## config.mk

```make
export PLATFORM = sky130hd
export DESIGN_NAME = lpfi_queue
export DESIGN_NICKNAME = d
export VERILOG_FILES = /design/src/sv/lpfi_pkg.sv /design/src/sv/lpfi_queue.sv
export VERILOG_INCLUDE_DIRS = /design/src /design/src/sv
export SDC_FILE = /design/constraint.sdc
export NUM_CORES = 1
export LEC_CHECK = 0
export ABC_AREA = 1
export BUFFER_PORTS_ARGS = -buffer_cell sky130_fd_sc_hd__buf_2
export CAP_MARGIN = 5
export CELL_PAD_IN_SITES_DETAIL_PLACEMENT = 0
export CELL_PAD_IN_SITES_GLOBAL_PLACEMENT = 1
export CORE_MARGIN = 2
export CORE_UTILIZATION = 40
export CTS_BUF_LIST = sky130_fd_sc_hd__clkbuf_4
export DETAILED_ROUTE_END_ITERATION = 8
export PLACE_DENSITY_LB_ADDON = 0.12
export SYNTH_ARGS = -nofsm -noshare
export SYNTH_HDL_FRONTEND = slang
export SYNTH_SLANG_ARGS = --single-unit
```

## constraint.sdc

```tcl
create_clock -name clk -period 11.2 [get_ports clk]
set_input_delay 1.12 -clock clk [delete_from_list [all_inputs] [get_ports clk]]
set_output_delay 1.12 -clock clk [all_outputs]
set_load 0.005 [all_outputs]
```

## src/sv/assert_macros.svh

```systemverilog
`ifndef ASSERT_MACROS_SVH
`define ASSERT_MACROS_SVH

// Condition must hold at every clock edge out of reset.
`define ASSERT_ALWAYS(label, clk, rst, cond) \
  label: assert property (@(posedge clk) disable iff (rst) (cond)) \
    else $error("assertion failed");

// Antecedent implies consequent in the same cycle.
`define ASSERT_IMPLIES(label, clk, rst, ante, cons) \
  label: assert property (@(posedge clk) disable iff (rst) (ante) |-> (cons)) \
    else $error("assertion failed");

// Antecedent implies consequent in the next cycle.
`define ASSERT_NEXT(label, clk, rst, ante, cons) \
  label: assert property (@(posedge clk) disable iff (rst) (ante) |=> (cons)) \
    else $error("assertion failed");

`endif

```

## src/sv/lpfi_pkg.sv

```systemverilog
`default_nettype none

package lpfi_pkg;

  localparam int KEY_W          = 64;
  localparam int CFG_W          = 11;
  localparam int OCC_W          = 11;
  localparam int MAX_SLOTS_DEF  = 1024;
  localparam int SLOT_COUNT_RST = 1024;
  localparam int OCC_MAX        = 2047;

  // Modulo unit: bits of the key consumed per cycle.
  localparam int MOD_BITS  = 4;
  localparam int MOD_STEPS = KEY_W / MOD_BITS;
  localparam int STEP_W    = $clog2(MOD_STEPS);

  typedef enum logic [1:0] {
    OUT_INSERTED = 2'd0,
    OUT_FOUND    = 2'd1,
    OUT_FULL     = 2'd2
  } outcome_t;

  typedef enum logic [1:0] {
    F_IDLE,
    F_MOD,
    F_PUSH
  } front_state_t;

  typedef enum logic [1:0] {
    B_CLEAR,
    B_IDLE,
    B_PROBE
  } back_state_t;

endpackage

`default_nettype wire

```

## src/sv/lpfi_queue.sv

```systemverilog
`default_nettype none

`include "assert_macros.svh"

module lpfi_queue #(
  parameter int MAX_SLOTS = lpfi_pkg::MAX_SLOTS_DEF
) (
  input  logic                              clk,
  input  logic                              rst,
  input  logic                              push,
  input  logic [lpfi_pkg::KEY_W-1:0]        push_key,
  input  logic [((MAX_SLOTS > 1) ? $clog2(MAX_SLOTS) : 1)-1:0] push_home,
  output logic                              full,
  input  logic                              pop,
  output logic [lpfi_pkg::KEY_W-1:0]        pop_key,
  output logic [((MAX_SLOTS > 1) ? $clog2(MAX_SLOTS) : 1)-1:0] pop_home,
  output logic                              empty
);

  localparam int IDX_W = (MAX_SLOTS > 1) ? $clog2(MAX_SLOTS) : 1;

  logic [lpfi_pkg::KEY_W-1:0] key_q  [2];
  logic [IDX_W-1:0]           home_q [2];
  logic                       wr_ptr;
  logic                       rd_ptr;
  logic [1:0]                 cnt;
  logic                       do_push;
  logic                       do_pop;

  assign full    = (cnt == 2'd2);
  assign empty   = (cnt == 2'd0);
  assign do_push = push && !full;
  assign do_pop  = pop && !empty;

  always_ff @(posedge clk) begin
    if (rst) begin
      wr_ptr <= 1'b0;
      rd_ptr <= 1'b0;
      cnt    <= 2'd0;
    end else begin
      if (do_push) wr_ptr <= !wr_ptr;
      if (do_pop)  rd_ptr <= !rd_ptr;
      cnt <= cnt + {1'b0, do_push} - {1'b0, do_pop};
    end
  end

  always_ff @(posedge clk) begin
    if (do_push) begin
      key_q[wr_ptr]  <= push_key;
      home_q[wr_ptr] <= push_home;
    end
  end

  assign pop_key  = key_q[rd_ptr];
  assign pop_home = home_q[rd_ptr];

  `ASSERT_ALWAYS(a_cnt_range, clk, rst, cnt <= 2'd2)

endmodule

`default_nettype wire

```

Word level (Yosys, flattened, before mapping). Memory sizes are Yosys's and may differ from the RTL's. A register that Yosys moved wholly into a read port is not among the register bits. Index checks and enable logic that the tools add are counted.

Output and inout bits: 76. Memories: 2. Bits of input ports: 78. Flip-flop bits (word level): 4. Bits in writable memories: 148.

Add/sub/neg operators: 2. Reduce and logical (&&, ||, !) cells: 7. Equality and inequality tests: 1. Mux-type cells: 6.

Memory list: key_q (words 2, width 64, read ports 1, clocked after Yosys merged registers in 1, wr ports 1, RTL line lpfi_queue.sv:22) `logic [lpfi_pkg::KEY_W-1:0] key_q [2];`; home_q (words 2, width 10, read ports 1, clocked after Yosys merged registers in 1, wr ports 1, RTL line lpfi_queue.sv:23) `logic [IDX_W-1:0] home_q [2];`.

Operator list (count): 1-bit two-way mux (6); 1-bit logical NOT (4); 2-bit by 1-bit adder with 2-bit output (1); 2-bit == test, second input constant (1); 1-bit logical AND (2); 2-bit logical NOT (1); 2-bit by 1-bit subtractor with 2-bit output (1).

Longest topological paths before layout.
Depth after elaboration: 5. Depth in mapped cells: 11.

Worst setup path after synthesis. Ideal clock, no wire load.

Kind: input -> register. From: in push. To: mem home_q[0][0] in the netlist's numbering, enable pin. Setup time: 0.506 ns. Stages: 2. Setup slack: 6.416 ns. Arrival: 4.277 ns. Data required time: 10.694 ns. Cell sequence: nand2_1 nor2_1.

Cells in the longest elaborated chain, start to end: 3.

RTL lines: from (decl) (RTL line lpfi_queue.sv:10) `input logic push,`; 1-bit logical AND (RTL line lpfi_queue.sv:32) `assign do_push = push && !full;`; 1-bit two-way mux (RTL line lpfi_queue.sv:48) `if (do_push) begin`; 1-bit two-way mux (implied by the code) (RTL line lpfi_queue.sv:50) `home_q[wr_ptr] <= push_home;`; to (decl) (RTL line lpfi_queue.sv:23).

Every way passes these cells.

==> impl_metrics.yaml <==
status:
  status: "finished clean"
setup_path:
  critical_path_required_ns: 10.08
  end_kind: "output pin"
  r2r_setup_slack_ns: 8.72
  cp_data_arrival_time_ns: 2.59
  path_cells: "buf_4, mux2_2, buf_2"
  slowest_delay_ns: 0.86
  path_max_fanout: 62
  crit_type: "reg -> out"
  critPathLaunchType: "flop"
  slowest_stage: "buf_4"
  rr_startpoint: "cnt[0]$_SDFF_PP0_"
routing:
  ant_nets: 0
  drt-total-wl_mm: 9.93
  via_per_inst: 4.53
  drt_iter0_drc: 208
  drt_first_pass_iters: 4
  vias: 2877
  drc_errors: 0
  avgRoutedWirePerCell_um: 15.6
cts:
  cts_made_buffers: 17
  clock_sinks: 153
  post_cts_buffers: 0
  cts-root-buf: "clkbuf_4"
  cts_tree: "done"
  path_clk_slew_ns: 0.12
  insertion_delay_ns: 0.53
  cts_hold_buf: 0
  cts_buffer_depth: 2
  h-tree-depth: 4
  cts_resized: 0
placed_design:
  portBuffers: 153
  dp_cells: 601
  pre_cts_ws_ns: 7.98
  place_congestion: 0.704
  place_hpwl_mm: 6.49
  postPlaceCellArea_sq_um: 6790
layout:
  final_cells: 635
  mostFrequentLayoutCells: "buf_2, edfxtp_1, mux2_4, clkbuf_4, mux2_2"
  n_fill_cell: 1284
  area_delta_synth_final_pct: 21.4
  nets: 516
  drive_gt1_share_pct: 58.8
  mostFrequentLayoutCell: "buf_2"
  final_area_sq_um: 7090
sta:
  setup_ws_ns: 7.49
  finClkSkew_ns: 0.0108
  setup_tns_ns: 0
  grt_setup_unrepaired: "no"
  maxSlewHeadroom_pct: 25.3
  finalHoldViolations: 0
  setup_violations: 0
  slew_viol_final: 0
  min_period_ns: 3.71
  fmax_ghz: 0.270
  max_slew.worst_pin.slew_ns: 1.12
  fin_crit_sh_pct: 33.1
logic_synthesis:
  synth_area_leaders: "edfxtp_1, mux2_4, mux2_2, dfxtp_1, buf_6"
  yosys_warnings: 0
  ys_ff_latch: 153
  synth_fp_nets: 349
  yosys.area.top_type: "edfxtp_1"
  synth_top_area_share_pct: 76.1
  syn_area_per_cell_sq_um: 21.7
  synth_cell_type_count: 12
  synth_seq_area_share_pct: 77.8
  synthCells: 269
  syn-cell-area_sq_um: 5840
grt:
  grt_max_degree: 63
  grt_overflow: 0
  met3_usage_pct: 5.97
  grt_busiest_layer: "met2"
  grt_antenna_before_repair: 1
  grt_use_met1_pct: 14.1
  use_met2_pct: 22.0
  grt_pass1_vias: 2883
  grt_use_total_pct: 13.1
  grt_pass1_wl_mm: 14.9
worst_hold_path:
  hp-start: "rd_ptr$_SDFFE_PP0P_"
  hold_class: "reg -> reg"
floorplan:
  rows: 44
  fp.dieArea_sq_um: 15600
  die_w_um: 125
  start_util_pct: 40.6
  die_h_um: 125
  core_sq_um: 14400
  ioPinCount: 154
power_and_ir_drop:
  p_per_area_nw_per_um2: 207
  leakagePower_uw: 0.00279
  ir_drop_mv: 0.0869
  p_total_uw: 1460
run:
  cap_violations: 0
==> layout make-up <==
type / count / area, sq um / share of cell area [%]
sequential: 153 / 4550 / 64.2
multi-input combinational: 98 / 1180 / 16.6
timing repair buffer: 156 / 788 / 11.1
tap: 184 / 230 / 3.25
clock inverter: 13 / 154 / 2.17
clock buffer: 19 / 143 / 2.01
inverter: 10 / 38.8 / 0.547
antenna: 2 / 5.00 / 0.0706
==> cell families (layout without fill, tap and decap cells) <==
family	count (synthesis)	in the layout	share of synthesized area, %
AO/OA/AOI/OAI	2	2	0.171
multiplexers	74	74	18.1
buffers and inverters	18	198	2.08
flip-flops	153	153	77.8
AND/OR/NAND/NOR	20	20	1.35
adder cells (fa/ha/maj)	2	2	0.429
other	0	2	0
==> power breakdown <==
group | leakage [uW] | total [uW] | internal [uW] | switching [uW]
Clock | 0.000156 | 341 | 158 | 183
Combinational | 0.00121 | 371 | 201 | 170
Sequential | 0.00142 | 753 | 726 | 26.7
Total | 0.00279 | 1460 | 1080 | 380
==> cells in the mapped netlist, drive strengths merged <==
library cell  number
nor2               9
a21oi              2
nand2              8
nand3              3
mux2              74
edfxtp           148
inv               10
dfxtp              5
buf                8
ha                 2
==> worst paths after layout <==
path / end / cells after the start
worst max-delay path: pop_key[1] / 3
worst min-delay path: rd_ptr$_SDFFE_PP0P_ / 2
worst max register to register: home_q[0][2]$_DFFE_PP_ / 5
worst min register to register: rd_ptr$_SDFFE_PP0P_ / 2
==> worst max-delay path: cells and delay by family (launching register included) <==
kind / cells / cell delay (ns)
DFF: 1 / 0.51
buffers and inverters: 2 / 0.99
muxes: 1 / 0.44
==> sequential cells by signal, summed over array words and instances (netlist names), named ones only <==
name / count
home_q: 20
cnt: 2
wr_ptr: 1
key_q: 128
rd_ptr: 1
==> stage by stage <==
stage	hold WS, ns	util, %
2_1_floorplan	0.467	-
3_3_place_gp	0.492	47.2
3_5_place_dp	0.501	47.2
4_1_cts	0.543	49.3
5_1_grt	0.584	49.3
6_report	0.535	49.3
==> metal layers <==
layer  up-vias  share of wire (%)  wire [um]
met3        18                7.1        701
met2        91                 51       5080
met1      1393                 40       3940
met4         0                2.1        207
li1       1375                  -          -
met5         -                  0          0
Power figures use the tool's default switching activity.
