==> config.mk <==
export PLATFORM = sky130hd
export DESIGN_NAME = lpfi_front
export DESIGN_NICKNAME = d
export VERILOG_FILES = /design/src/sv/assert_macros.svh /design/src/sv/lpfi_pkg.sv /design/src/sv/lpfi_front.sv
export SDC_FILE = /design/constraint.sdc
export NUM_CORES = 1
export LEC_CHECK = 0
export ABC_CLOCK_PERIOD_IN_PS = 9000
export BUFFER_PORTS_ARGS = -buffer_cell sky130_fd_sc_hd__buf_2
export CAP_MARGIN = 20
export CELL_PAD_IN_SITES_DETAIL_PLACEMENT = 2
export CELL_PAD_IN_SITES_GLOBAL_PLACEMENT = 2
export CORE_MARGIN = 5
export CORE_UTILIZATION = 34
export DETAILED_ROUTE_END_ITERATION = 10
export HOLD_SLACK_MARGIN = 0.05
export PLACE_DENSITY = 0.84
export SETUP_SLACK_MARGIN = 0.3
export SKIP_CTS_REPAIR_TIMING = 1
export SYNTH_ARGS = -nofsm -noshare
export SYNTH_HDL_FRONTEND = slang
export SYNTH_SLANG_ARGS = --single-unit
==> constraint.sdc <==
create_clock -name clk -period 9 [get_ports clk]
set_clock_uncertainty 0.05 [all_clocks]
set_input_delay 0.45 -clock clk [delete_from_list [all_inputs] [get_ports clk]]
set_output_delay 0.45 -clock clk [all_outputs]
set_load 0.005 [all_outputs]
==> src/sv/assert_macros.svh <==
`ifndef ASSERT_MACROS_SVH
`define ASSERT_MACROS_SVH

// Condition must hold at every clock edge out of reset.
`define ASSERT_ALWAYS(label, clk, rst, cond) \
  label: assert property (@(posedge clk) disable iff (rst) (cond)) \
    else $error("assertion failed");

// Antecedent implies consequent in the same cycle.
`define ASSERT_IMPLIES(label, clk, rst, ante, cons) \
  label: assert property (@(posedge clk) disable iff (rst) (ante) |-> (cons)) \
    else $error("assertion failed");

// Antecedent implies consequent in the next cycle.
`define ASSERT_NEXT(label, clk, rst, ante, cons) \
  label: assert property (@(posedge clk) disable iff (rst) (ante) |=> (cons)) \
    else $error("assertion failed");

`endif

==> src/sv/lpfi_pkg.sv <==
`default_nettype none

package lpfi_pkg;

  localparam int KEY_W          = 64;
  localparam int CFG_W          = 11;
  localparam int OCC_W          = 11;
  localparam int MAX_SLOTS_DEF  = 1024;
  localparam int SLOT_COUNT_RST = 1024;
  localparam int OCC_MAX        = 2047;

  // Modulo unit: bits of the key consumed per cycle.
  localparam int MOD_BITS  = 4;
  localparam int MOD_STEPS = KEY_W / MOD_BITS;
  localparam int STEP_W    = $clog2(MOD_STEPS);

  typedef enum logic [1:0] {
    OUT_INSERTED = 2'd0,
    OUT_FOUND    = 2'd1,
    OUT_FULL     = 2'd2
  } outcome_t;

  typedef enum logic [1:0] {
    F_IDLE,
    F_MOD,
    F_PUSH
  } front_state_t;

  typedef enum logic [1:0] {
    B_CLEAR,
    B_IDLE,
    B_PROBE
  } back_state_t;

endpackage

`default_nettype wire

==> src/sv/lpfi_front.sv <==
`default_nettype none

module lpfi_front #(
  parameter int MAX_SLOTS = lpfi_pkg::MAX_SLOTS_DEF
) (
  input  logic                              clk,
  input  logic                              rst,
  input  logic                              in_fire,
  input  logic [lpfi_pkg::KEY_W-1:0]        in_key,
  input  logic [lpfi_pkg::CFG_W-1:0]        n_eff,
  output logic                              busy,
  input  logic                              q_full,
  output logic                              q_push,
  output logic [lpfi_pkg::KEY_W-1:0]        q_key,
  output logic [((MAX_SLOTS > 1) ? $clog2(MAX_SLOTS) : 1)-1:0] q_home
);

  localparam int IDX_W = (MAX_SLOTS > 1) ? $clog2(MAX_SLOTS) : 1;

  lpfi_pkg::front_state_t state, state_next;

  logic [lpfi_pkg::KEY_W-1:0]  key;
  logic [lpfi_pkg::KEY_W-1:0]  sh;
  logic [lpfi_pkg::CFG_W-1:0]  rem;
  logic [lpfi_pkg::CFG_W-1:0]  rem_next;
  logic [lpfi_pkg::STEP_W-1:0] step;
  logic                        last_step;

  assign last_step = (step == lpfi_pkg::STEP_W'(lpfi_pkg::MOD_STEPS - 1));

  // Restoring remainder, a few key bits per cycle, MSB first.
  always_comb begin
    logic [lpfi_pkg::CFG_W:0] r;
    r = {1'b0, rem};
    for (int i = 0; i < lpfi_pkg::MOD_BITS; i++) begin
      r = {r[lpfi_pkg::CFG_W-1:0], sh[lpfi_pkg::KEY_W-1-i]};
      if (r >= {1'b0, n_eff}) begin
        r = r - {1'b0, n_eff};
      end
    end
    rem_next = r[lpfi_pkg::CFG_W-1:0];
  end

  always_comb begin
    state_next = state;
    unique case (state)
      lpfi_pkg::F_IDLE: begin
        if (in_fire) state_next = lpfi_pkg::F_MOD;
      end
      lpfi_pkg::F_MOD: begin
        if (last_step) state_next = lpfi_pkg::F_PUSH;
      end
      lpfi_pkg::F_PUSH: begin
        if (!q_full) state_next = lpfi_pkg::F_IDLE;
      end
      default: state_next = lpfi_pkg::F_IDLE;
    endcase
  end

  always_comb begin
    busy   = 1'b1;
    q_push = 1'b0;
    unique case (state)
      lpfi_pkg::F_IDLE: busy   = 1'b0;
      lpfi_pkg::F_MOD:  busy   = 1'b1;
      lpfi_pkg::F_PUSH: q_push = !q_full;
      default:          busy   = 1'b1;
    endcase
  end

  always_ff @(posedge clk) begin
    if (rst) begin
      state <= lpfi_pkg::F_IDLE;
    end else begin
      state <= state_next;
    end
  end

  always_ff @(posedge clk) begin
    if (state == lpfi_pkg::F_IDLE && in_fire) begin
      key  <= in_key;
      sh   <= in_key;
      rem  <= '0;
      step <= '0;
    end else if (state == lpfi_pkg::F_MOD) begin
      sh   <= sh << lpfi_pkg::MOD_BITS;
      rem  <= rem_next;
      step <= step + 1'b1;
    end
  end

  assign q_key  = key;
  assign q_home = IDX_W'(rem);

endmodule

`default_nettype wire

After elaboration in Yosys (flattened, before gate mapping)
Cells that the tools add are included.
{ "word_totals": {"register_bits": 145, "in_bits": 79, "output_inout_bits": 76, "word_cells": 37} }
{ "op_classes": {"n_addsub": 5, "order_cmp": 4, "n_eq_ne": 6, "mux": 12, "n_reduce_logical": 5} }
{ "op_table": {"columns": ["cell", "n"], "rows": [
  ["two-way mux 64 bit", 2],
  [">= comparator 12 x 11 -> 1 bit", 4],
  ["two-way mux 11 bit", 4],
  ["subtractor 11 bit", 4],
  ["two-way mux 2 bit", 3],
  ["inequality test 2 bit (second input constant)", 3],
  ["case mux 2 bit (3 select lines)", 1],
  ["adder 4 x 1 -> 4 bit (second input constant)", 1],
  ["equality test 4 bit (second input constant)", 1],
  ["AND reduction 3 bit", 1],
  ["equality test 2 x 1 -> 1 bit (second input constant)", 1],
  ["equality test 2 bit (second input constant)", 1],
  ["zero test 2 bit", 1],
  ["two-way mux 1 bit", 2],
  ["nonzero test 2 bit", 1],
  ["logical AND 1 bit", 1],
  ["zero test 1 bit", 1]
]} }

Logic depth before layout (Yosys ltp)
Gate-level depths: netlist of run 1.
{ "depth": {"depth_word": 8, "ltp_mapped": 39, "mapped_depth_nobuf": 36} }

Worst setup path before layout of run 1
No wires, ideal clock.
{ "synth_path": {"path_type": "input-to-reg", "start": "in n_eff[0] (netlist name)", "end": "reg rem[8] (netlist name)", "setup_ps": 122, "arrival_ps": 8426, "required_time_ps": 8828, "path_slack_ps": 402, "path_stages": 36, "path_buffers": 4, "cell_sequence": "ha_1 -> fa_1 -> nand2b_1 -> a211o_1 -> a31oi_2 -> nor2_1 -> buf_2 -> mux2_2 -> ha_1 -> o211ai_1 -> o211ai_1 -> a41oi_1 -> nand2b_1 -> nand2_1 -> clkbuf_1 -> mux2_2 -> ha_1 -> a21o_1 -> a221oi_1 -> a21oi_1 -> o2111ai_1 -> nand2_1 -> a211o_4 -> buf_2 -> mux2_2 -> ha_1 -> nor2b_1 -> o21ai_0 -> a21oi_1 -> o41ai_1 -> o21a_1 -> o211ai_1 -> mux2_4 -> and2_4 -> buf_6 -> a221o_1"} }
{ "synth_via": {"elab_chain_len": 8, "word_cells_on_any_way": 12, "classes_between": "add/sub: 4; order compare: 4; mux: 4"} }
{ "synth_rtl": {"columns": ["element", "line_no", "text"], "rows": [
  ["from (decl)", "lpfi_front.sv:10", "input logic [lpfi_pkg::CFG_W-1:0] n_eff,"],
  ["subtractor 11 bit or >= comparator 12 x 11 -> 1 bit (tied branches)", "lpfi_front.sv:38, lpfi_front.sv:37", null],
  ["two-way mux 11 bit", "lpfi_front.sv:37", "if (r >= {1'b0, n_eff}) begin"],
  ["subtractor 11 bit or >= comparator 12 x 11 -> 1 bit (tied branches)", "lpfi_front.sv:38, lpfi_front.sv:37", null],
  ["two-way mux 11 bit", "lpfi_front.sv:37", null],
  ["subtractor 11 bit or >= comparator 12 x 11 -> 1 bit (tied branches)", "lpfi_front.sv:38, lpfi_front.sv:37", null],
  ["two-way mux 11 bit", "lpfi_front.sv:37", null],
  ["subtractor 11 bit or >= comparator 12 x 11 -> 1 bit (tied branches)", "lpfi_front.sv:38, lpfi_front.sv:37", null],
  ["two-way mux 11 bit (*)", "lpfi_front.sv:37", null],
  ["to (signal assigned)", "lpfi_front.sv:87", "rem <= rem_next;"],
  ["to (decl)", "lpfi_front.sv:24", "logic [lpfi_pkg::CFG_W-1:0] rem;"]
]} }
Every way passes the cells marked *; elsewhere a longest branch is shown, timed or not.
A chain may end at the register's enable or synchronous reset.

Worst setup path in the final report of run 1
{ "layout_path": {"start": "reg sh[63] (netlist name)", "end": "reg rem[8] (netlist name)"} }
{ "layout_via": {"elab_chain_len": 8, "word_cells_on_any_way": 12, "classes_between": "add/sub: 4; order compare: 4; mux: 4"} }
{ "layout_rtl": {"columns": ["element", "line_no", "text"], "rows": [
  ["from (decl)", "lpfi_front.sv:23", "logic [lpfi_pkg::KEY_W-1:0] sh;"],
  ["from (signal assigned)", "lpfi_front.sv:82", "sh <= in_key;"],
  ["from (signal assigned)", "lpfi_front.sv:86", "sh <= sh << lpfi_pkg::MOD_BITS;"],
  ["subtractor 11 bit or >= comparator 12 x 11 -> 1 bit (tied branches)", "lpfi_front.sv:38, lpfi_front.sv:37", null],
  ["two-way mux 11 bit (*)", "lpfi_front.sv:37", null],
  ["subtractor 11 bit or >= comparator 12 x 11 -> 1 bit (tied branches)", "lpfi_front.sv:38, lpfi_front.sv:37", null],
  ["two-way mux 11 bit (*)", "lpfi_front.sv:37", null],
  ["subtractor 11 bit or >= comparator 12 x 11 -> 1 bit (tied branches)", "lpfi_front.sv:38, lpfi_front.sv:37", null],
  ["two-way mux 11 bit (*)", "lpfi_front.sv:37", null],
  ["subtractor 11 bit or >= comparator 12 x 11 -> 1 bit (tied branches)", "lpfi_front.sv:38, lpfi_front.sv:37", null],
  ["two-way mux 11 bit (*)", "lpfi_front.sv:37", null]
]} }
Marked as above.

==> summary.md, run 1 <==
| Metric | Value |
|---|---|
| Layout cells sized above 1 | 43.2% |
| Max-Slew Margin vs Limit | 40.8% |
| Mapped Nets | 728 |
| Vias per inst | 5.29 |
| EDFF count, synth | 128 |
| Largest fanout on the critical path | 8 |
| GR Overflow Total | 0 |
| Required time of the critical path | 9250 ps |
| Setup violators final | 0 |
| Period utilization | 95.9% |
| Row cnt | 55 |
| Final std cells w/o fill | 1,095 |
| Placed insts | 1,056 |
| Chip height | 161 um |
| Yosys top cell by area | edfxtp_1 |
| Commonest cells post-synth | edfxtp_1 (128), mux2_2 (78), ha_1 (45), nor2_1 (38), inv_1 (30) |
| Setup TNS | 0 ps |
| HP Class | in -> reg |
| Pre-antenna DRT Iters | 4 |
| Yosys cell types | 59 |
| Post-place setup slack | -238 ps |
| First DRT Iteration DRCs | 294 |
| Starting density of the core | 34.4% |
| Die area | 25,900 um^2 |
| Worst path arrival time | 8880 ps |
| I/O pin total | 155 |
| Routability cong. | 0.874 |
| Largest net degree at the start of global routing | 70 |
| Status | complete, no violations |
| Setup WS post-layout | 372 ps |
| Crit path largest cell delay | 450 ps |
| Post-synthesis cell area | 7740 um^2 |
| Dpl hpwl | 19,600 um |
| Worst-Skew Late Latency | 430 ps |
| Synth Flop Type | edfxtp_1 |
| Root buffer cell | clkbuf_16 |
| Core ar. | 22,500 um^2 |
| Post-route DRC | 0 |
| Top cell type's share of synthesized area | 49.7% |
| Slowest cell on the critical path | o41ai_2 |
| H-Tree Depth | 4 |
| Most frequent cell after synthesis | edfxtp_1 |
| CTS tree | done |
| Vias in the first global route | 6,536 |
| GRT Util Overall | 20.0% |
| CP Launch Type | flop |
| Chip width | 161 um |
| Slew @ Worst Pin | 888 ps |
| Vias after detailed routing | 5,798 |
| Worst-path clk slew | 70 ps |
| Antenna Nets Post-Route | 0 |
| Worst setup EP type | flop |
| Nets | 925 |
| Inserted Diodes | 0 |
| P&R area growth vs syn | 28.3% |
| Synthesized area per cell | 12.9 um^2 |
| Final hold viol count | 0 |
| Sequential-to-total area share from yosys stat | 54.1% |
| RSZ-0062 raised after global routing | no |
| First-pass GRT wire length | 39,000 um |
| # port buffers | 154 |
| Asr flop ratio synth | 0% |
| Max_cap viols | 0 |
| Clock Path Buffers | 2 |
| Synth warn | 0 |
| Fin crit period | 8630 ps |
| Synthesis-stage register bit count | 145 |
| Fmax | 116 MHz |
| DRT Wirelength | 27,000 um |
| Critical path class | reg -> reg |
| Final Core Density | 44.1% |
| CTS Sinks | 145 |
| Slew Limit Fails | 0 |
| Total CTS buffers | 17 |
| Ranking of synthesized cells by area | edfxtp_1 (50%), mux2_2 (11%), ha_1 (7.3%) |
| Initial antenna violation count | 5 |
| Post-Synthesis Cells | 600 |
| Drt wl/cell | 24.6 um |
-- worst paths after layout --
| check | startpoint | cells after the start | endpoint | slack [ps] |
|---|---|---|---|---|
| setup / recovery | sh[63]$_DFFE_PP_ | 34 | rem[8]$_SDFFE_PP0P_ | 370 |
| hold / removal | rst | 2 | state[1]$_SDFFE_PP0P_ | 140 |
| hold reg to reg | step[1]$_SDFFE_PP0P_ | 2 | step[1]$_SDFFE_PP0P_ | 470 |
| setup reg to reg | sh[63]$_DFFE_PP_ | 34 | rem[8]$_SDFFE_PP0P_ | 370 |
-- layout make-up --
cell class / count / area [um^2]
timing repair buffer: 202 / 1130
fill: 2267 / 12600
inverter: 30 / 113
sequential: 145 / 4180
tap: 285 / 357
clock buffer: 17 / 425
clock inverter: 15 / 173
multi-input combinational: 401 / 3550
-- layout by cell type (no fill, tap or decap), types with 16 or more instances in the layout --
| cell | Yosys | routed |
|---|---|---|
| nand2_1 | 19 | 18 |
| buf_2 | 5 | 154 |
| xnor2_1 | 18 | 18 |
| ha_1 | 45 | 38 |
| inv_1 | 30 | 29 |
| dfxtp_1 | 17 | 17 |
| buf_4 | 10 | 48 |
| a21oi_1 | 22 | 20 |
| nor2_1 | 38 | 36 |
| edfxtp_1 | 128 | 128 |
| mux2_2 | 78 | 77 |
| clkbuf_16 | 0 | 17 |
| o21ai_0 | 19 | 16 |
-- per-stage QoR --
step	hold WS, ps	cell area, um^2
finish	145	9930
global route	135	9930
detailed placement	451	9040
CTS	130	9640
floorplan	403	7740
global placement	419	9040
-- worst max-delay path: cells and delay by family (launching register included) --
kind            cells  cell delay [ps]
buf+inv             2              240
mux                 4             1350
simple gates        8             1450
flops               1              410
compound gates     15             3450
fa+ha+maj           5             1530
-- sequential cells by signal, indices dropped and copies added, names as in the netlist --
register and cells:
state 2, sh 64, rem 11, q_key 64, step 4
-- per-layer routing --
metal	up-vias	GRT usage, %	part of all wire [%]	wire length [um]
li1	2676	-	-	-
met1	2909	22.4	39	10400
met2	158	37.2	53	14400
met3	45	5.77	6.1	1650
met4	10	4.65	1.9	500
met5	-	0	0.28	75
-- cells by family after synthesis --
| kind of cell | share of synthesized area (%) |
|---|---|
| flip-flops | 54.1 |
| AND/OR/NAND/NOR | 8.41 |
| AO/OA/AOI/OAI | 10.5 |
| multiplexers | 12.0 |
| buffers and inverters | 3.33 |
| adder cells (fa/ha/maj) | 8.31 |
| XOR/XNOR | 3.39 |
Power of run 1 is left out: the tool's default activity adds up to more than one toggle a clock period on the data nets, which glitch-free logic cannot reach.
==> run 2: changes to the inputs <==
Settings changed: CORE_MARGIN 5 to unset.
==> summary.md, run 2 (synthesized netlist as in run 1, its figures left out) <==
| Metric | Value |
|---|---|
| Status | complete, no violations |
| CP Launch Type | flop |
| WP buf/inv | 5 |
| Die area | 23,400 um^2 |
| Layout cells sized above 1 | 41.6% |
| Fmax | 119 MHz |
| # port buffers | 154 |
| Total CTS buffers | 17 |
| Slowest cell on the critical path | fa_1 |
| Setup violators final | 0 |
| Critical path class | reg -> reg |
| Row cnt | 54 |
| Max-Slew Margin vs Limit | 34.2% |
| Fillcell total | 2,250 |
| First DRT Iteration DRCs | 218 |
| Starting density of the core | 35.0% |
| Worst path arrival time | 8660 ps |
| GRT Util Overall | 22.5% |
| Antenna Nets Post-Route | 0 |
| Slew Limit Fails | 0 |
| Period utilization | 93.0% |
| DRT Wirelength | 26,000 um |
| Most frequent cells in the layout | buf_2 (154), edfxtp_1 (128), mux2_2 (78) |
| Routability cong. | 0.868 |
| Initial antenna violation count | 2 |
| Fin crit period | 8370 ps |
| Vias after detailed routing | 5,755 |
| Max_cap viols | 0 |
| Slew @ Worst Pin | 987 ps |
| Chip width | 153 um |
| GR Overflow Total | 0 |
| Largest net degree at the start of global routing | 82 |
| Worst-Skew Late Latency | 420 ps |
| Required time of the critical path | 9290 ps |
| Worst setup EP type | flop |
| Commonest non-fill, non-tap cell in the layout | buf_2 |
| Pre-antenna DRT Iters | 4 |
| Most common cell on crit path | buf_4 |
| Root buffer cell | clkbuf_16 |
| Post-route DRC | 0 |
| Core ar. | 22,100 um^2 |
| Hold Worst Slack | 158 ps |
| Vias in the first global route | 6,414 |
| HP Class | in -> reg |
| CTS Sinks | 145 |
| Worst-path clk slew | 60 ps |
| Crit path largest cell delay | 460 ps |
| Final hold viol count | 0 |
| Kind of cell adding the most delay to the critical path | compound AO/OA/AOI/OAI gates |
| RSZ-0062 raised after global routing | no |
| Clock Path Buffers | 2 |
| P&R area growth vs syn | 25.3% |
| Largest fanout on the critical path | 10 |
| Dpl hpwl | 19,500 um |
| H-Tree Depth | 4 |
| First-pass GRT wire length | 38,700 um |
| Vias per inst | 5.36 |
| Drt wl/cell | 24.2 um |
| I/O pin total | 155 |
| Nets | 909 |
| CTS tree | done |
| Chip height | 153 um |
-- run 2: cell types whose count changed in the layout (fill, tap and decap cells not counted), sizes merged, moves of 2 or more --
cell / change
buf: -15
bufinv: +2
clkinv: +2
inv: -5
-- run 2: final timing paths --
check / start / cells after the start / end / slack (ps)
min: rst / 2 / state[1]$_SDFFE_PP0P_ / 160
min reg2reg: step[1]$_SDFFE_PP0P_ / 2 / step[1]$_SDFFE_PP0P_ / 450
max reg2reg: sh[63]$_DFFE_PP_ / 38 / rem[0]$_SDFFE_PP0P_ / 630
max: sh[63]$_DFFE_PP_ / 38 / rem[0]$_SDFFE_PP0P_ / 630
-- run 2: layer usage --
layer / wire, um / up-vias / track usage (%)
met5: 13 / - / 0
met4: 544 / 2 / 7.65
met3: 1500 / 40 / 6.21
met2: 14000 / 177 / 42.2
met1: 10000 / 2894 / 24.2
li1: - / 2642 / -
-- run 2: area by class of cell --
class	count	area, um^2	area share, %
Sequential cell	145	4180	43.1
Multi-Input combinational cell	400	3440	35.5
Timing Repair Buffer	187	1020	10.5
Clock buffer	18	429	4.43
Tap cell	280	350	3.61
Clock inverter	13	160	1.65
Inverter	30	113	1.16
Antenna cell	1	2.50	0.0258
-- run 2: stage by stage --
stage	setup WS [ps]	std cells	setup TNS (ps)	instance area, um^2	utilization (%)
after global placement	514	1036	0	8930	40.4
after detailed placement	-81.1	1036	-383	8930	40.4
after floorplan	402	600	0	7740	-
final	627	1074	0	9700	43.9
after CTS	115	1067	0	9520	43.1
after global routing	185	1073	0	9690	43.9
Power of run 2 is left out for the same reason.
==> run 3: changes to the inputs <==
Settings changed: ABC_AREA set to 1, CORE_UTILIZATION 34 to 30, PLACE_DENSITY 0.84 to 0.83.
==> summary.md, run 3 <==
| Metric | Value |
|---|---|
| Slew @ Worst Pin | 991 ps |
| Crit path largest cell delay | 400 ps |
| Most common cell on crit path | nand2_1 |
| Worst-path clk slew | 60 ps |
| Root buffer cell | clkbuf_16 |
| Starting density of the core | 30.7% |
| Required time of the critical path | 9310 ps |
| Hold Worst Slack | 152 ps |
| Most frequent cell after synthesis | nand2_1 |
| Status | complete, no violations |
| Multi-input logic area | 3530 um^2 |
| Worst setup EP type | flop |
| Most frequent cells in the layout | nand2_1 (370), buf_2 (154), edfxtp_1 (128) |
| Fin crit period | 7980 ps |
| Largest net degree at the start of global routing | 88 |
| Reg-to-reg endpoint | rem[10]$_SDFFE_PP0P_ |
| Largest fanout on the critical path | 14 |
| Final hold viol count | 0 |
| Setup TNS | 0 ps |
| Setup violators final | 0 |
| Slowest cell on the critical path | dfxtp_1 |
| GR Overflow Total | 0 |
| CTS Sinks | 145 |
| Worst path arrival time | 8290 ps |
| FF+latch area | 4180 um^2 |
| Chip width | 168 um |
| P&R area growth vs syn | 20.1% |
| # port buffers | 154 |
| Nets | 1,226 |
| Worst reg-to-reg path cell count | 42 |
| Core ar. | 27,000 um^2 |
| Initial antenna violation count | 3 |
| RSZ-0062 raised after global routing | no |
| Ranking of synthesized cells by area | edfxtp_1 (46%), nand2_1 (17%), ha_1 (6.8%) |
| Final std cells w/o fill | 1,454 |
| Pre-antenna DRT Iters | 4 |
| Top cell type's share of synthesized area | 46.3% |
| R2R Path Start | rem[8]$_SDFFE_PP0P_ |
| Worst hold path depth | 2 |
| Commonest cells post-synth | nand2_1 (372), edfxtp_1 (128), inv_1 (102), nand3_1 (63) |
| Vias after detailed routing | 7,049 |
| Slew Limit Fails | 0 |
| Synth Flop Type | edfxtp_1 |
| Flop2flop setup slack | 1020 ps |
| Synthesized area per cell | 8.68 um^2 |
| EDFF count, synth | 128 |
| Post-synthesis cell area | 8300 um^2 |
| Synth warn | 0 |
| Hold_sp | rst |
| Row cnt | 60 |
| Post-route DRC | 0 |
| Hold EP | state[1]$_SDFFE_PP0P_ |
| Chip height | 168 um |
| GRT Util Overall | 21.0% |
| Mapped Nets | 1,084 |
| First-pass GRT wire length | 44,400 um |
| Routability cong. | 0.886 |
| CTS tree | done |
| Yosys cell types | 41 |
| First DRT Iteration DRCs | 360 |
| I/O pin total | 155 |
| Post-Synthesis Cells | 956 |
| HP Class | in -> reg |
| Critical path class | reg -> reg |
| Antenna Nets Post-Route | 0 |
| DRT Wirelength | 29,000 um |
| Fmax | 125 MHz |
| Layout cells sized above 1 | 19.9% |
| Total CTS buffers | 17 |
| H-Tree Depth | 4 |
| CP Launch Type | flop |
| Drt wl/cell | 19.9 um |
| Commonest non-fill, non-tap cell in the layout | nand2_1 |
| Yosys top cell by area | edfxtp_1 |
| Die area | 28,300 um^2 |
| Placed insts | 1,420 |
| Max_cap viols | 0 |
| Dpl hpwl | 22,300 um |
| Fillcell total | 3,087 |
| Asr flop ratio synth | 0% |
| Clock Path Buffers | 2 |
| Sequential-to-total area share from yosys stat | 50.4% |
| Worst-Skew Late Latency | 430 ps |
| Max-Slew Margin vs Limit | 33.9% |
| Vias in the first global route | 7,883 |
| Period utilization | 88.6% |
| Vias per inst | 4.85 |
| Synthesis-stage register bit count | 145 |
run 3: changes by cell type after synthesis, moves of 8 or more:
cell,previous run,this run
mux2_2,78,0
nand3_1,7,63
nand2b_1,13,0
a221o_1,8,0
o21ai_0,19,8
a21o_1,11,0
a21oi_1,22,32
xor2_1,12,22
xnor2_1,18,9
nor3b_1,8,0
inv_1,30,102
nand2_1,19,372
run 3: cell type report:
cell class	instances	area share [%]
flip-flops and latches	145	42.0
multi-input cells	667	35.4
repair buffers	158	8.03
well taps	341	4.28
clock buffers	17	4.27
inverters	109	4.13
clock inverters	15	1.89
diodes	2	0.0502
run 3: kinds of logic after synthesis:
kind of cell	Yosys count	synth area share [%]
AO/OA/AOI/OAI	61	4.25
flip-flops	145	50.4
XOR/XNOR	31	3.27
adder cells (fa/ha/maj)	49	7.75
AND/OR/NAND/NOR	526	27.0
buffers and inverters	144	7.29
run 3: critical path: cells and delay by family (launching register included):
family	cells	cell delay, ps
compound gates	10	1900
fa+ha+maj	4	1510
simple gates	23	3650
buf+inv	5	340
flops	1	400
run 3: layer usage:
| layer | track usage [%] | vias up | part of all wire [%] |
|---|---|---|---|
| met2 | 37.4 | 167 | 50 |
| met3 | 4.37 | 49 | 5.0 |
| met4 | 7.67 | 2 | 2.7 |
| met5 | 0 | - | 0.045 |
| met1 | 24.7 | 3431 | 42 |
| li1 | - | 3400 | - |
run 3: worst max path at each step:
stage / from / to / slack [ps] / cells after the start
final: rem[8]$_SDFFE_PP0P_ / rem[10]$_SDFFE_PP0P_ / 1020 / 42
after global routing: rem[0]$_SDFFE_PP0P_ / rem[10]$_SDFFE_PP0P_ / 410 / 44
after CTS: rem[0]$_SDFFE_PP0P_ / rem[10]$_SDFFE_PP0P_ / 630 / 44
after detailed placement: n_eff[0] / rem[1]$_SDFFE_PP0P_ / 490 / 45
after global placement: n_eff[0] / rem[9]$_SDFFE_PP0P_ / 680 / 43
after floorplan: n_eff[0] / rem[8]$_SDFFE_PP0P_ / 2590 / 46
run 3: metrics by stage:
stage	cell area [um^2]	util [%]	setup WS [ps]
global placement	9340	34.6	677
detailed placement	9340	34.6	495
CTS	9950	36.8	631
global route	9970	36.9	409
finish	9970	36.9	1020
floorplan	8300	-	2590
Power of run 3 is left out for the same reason.
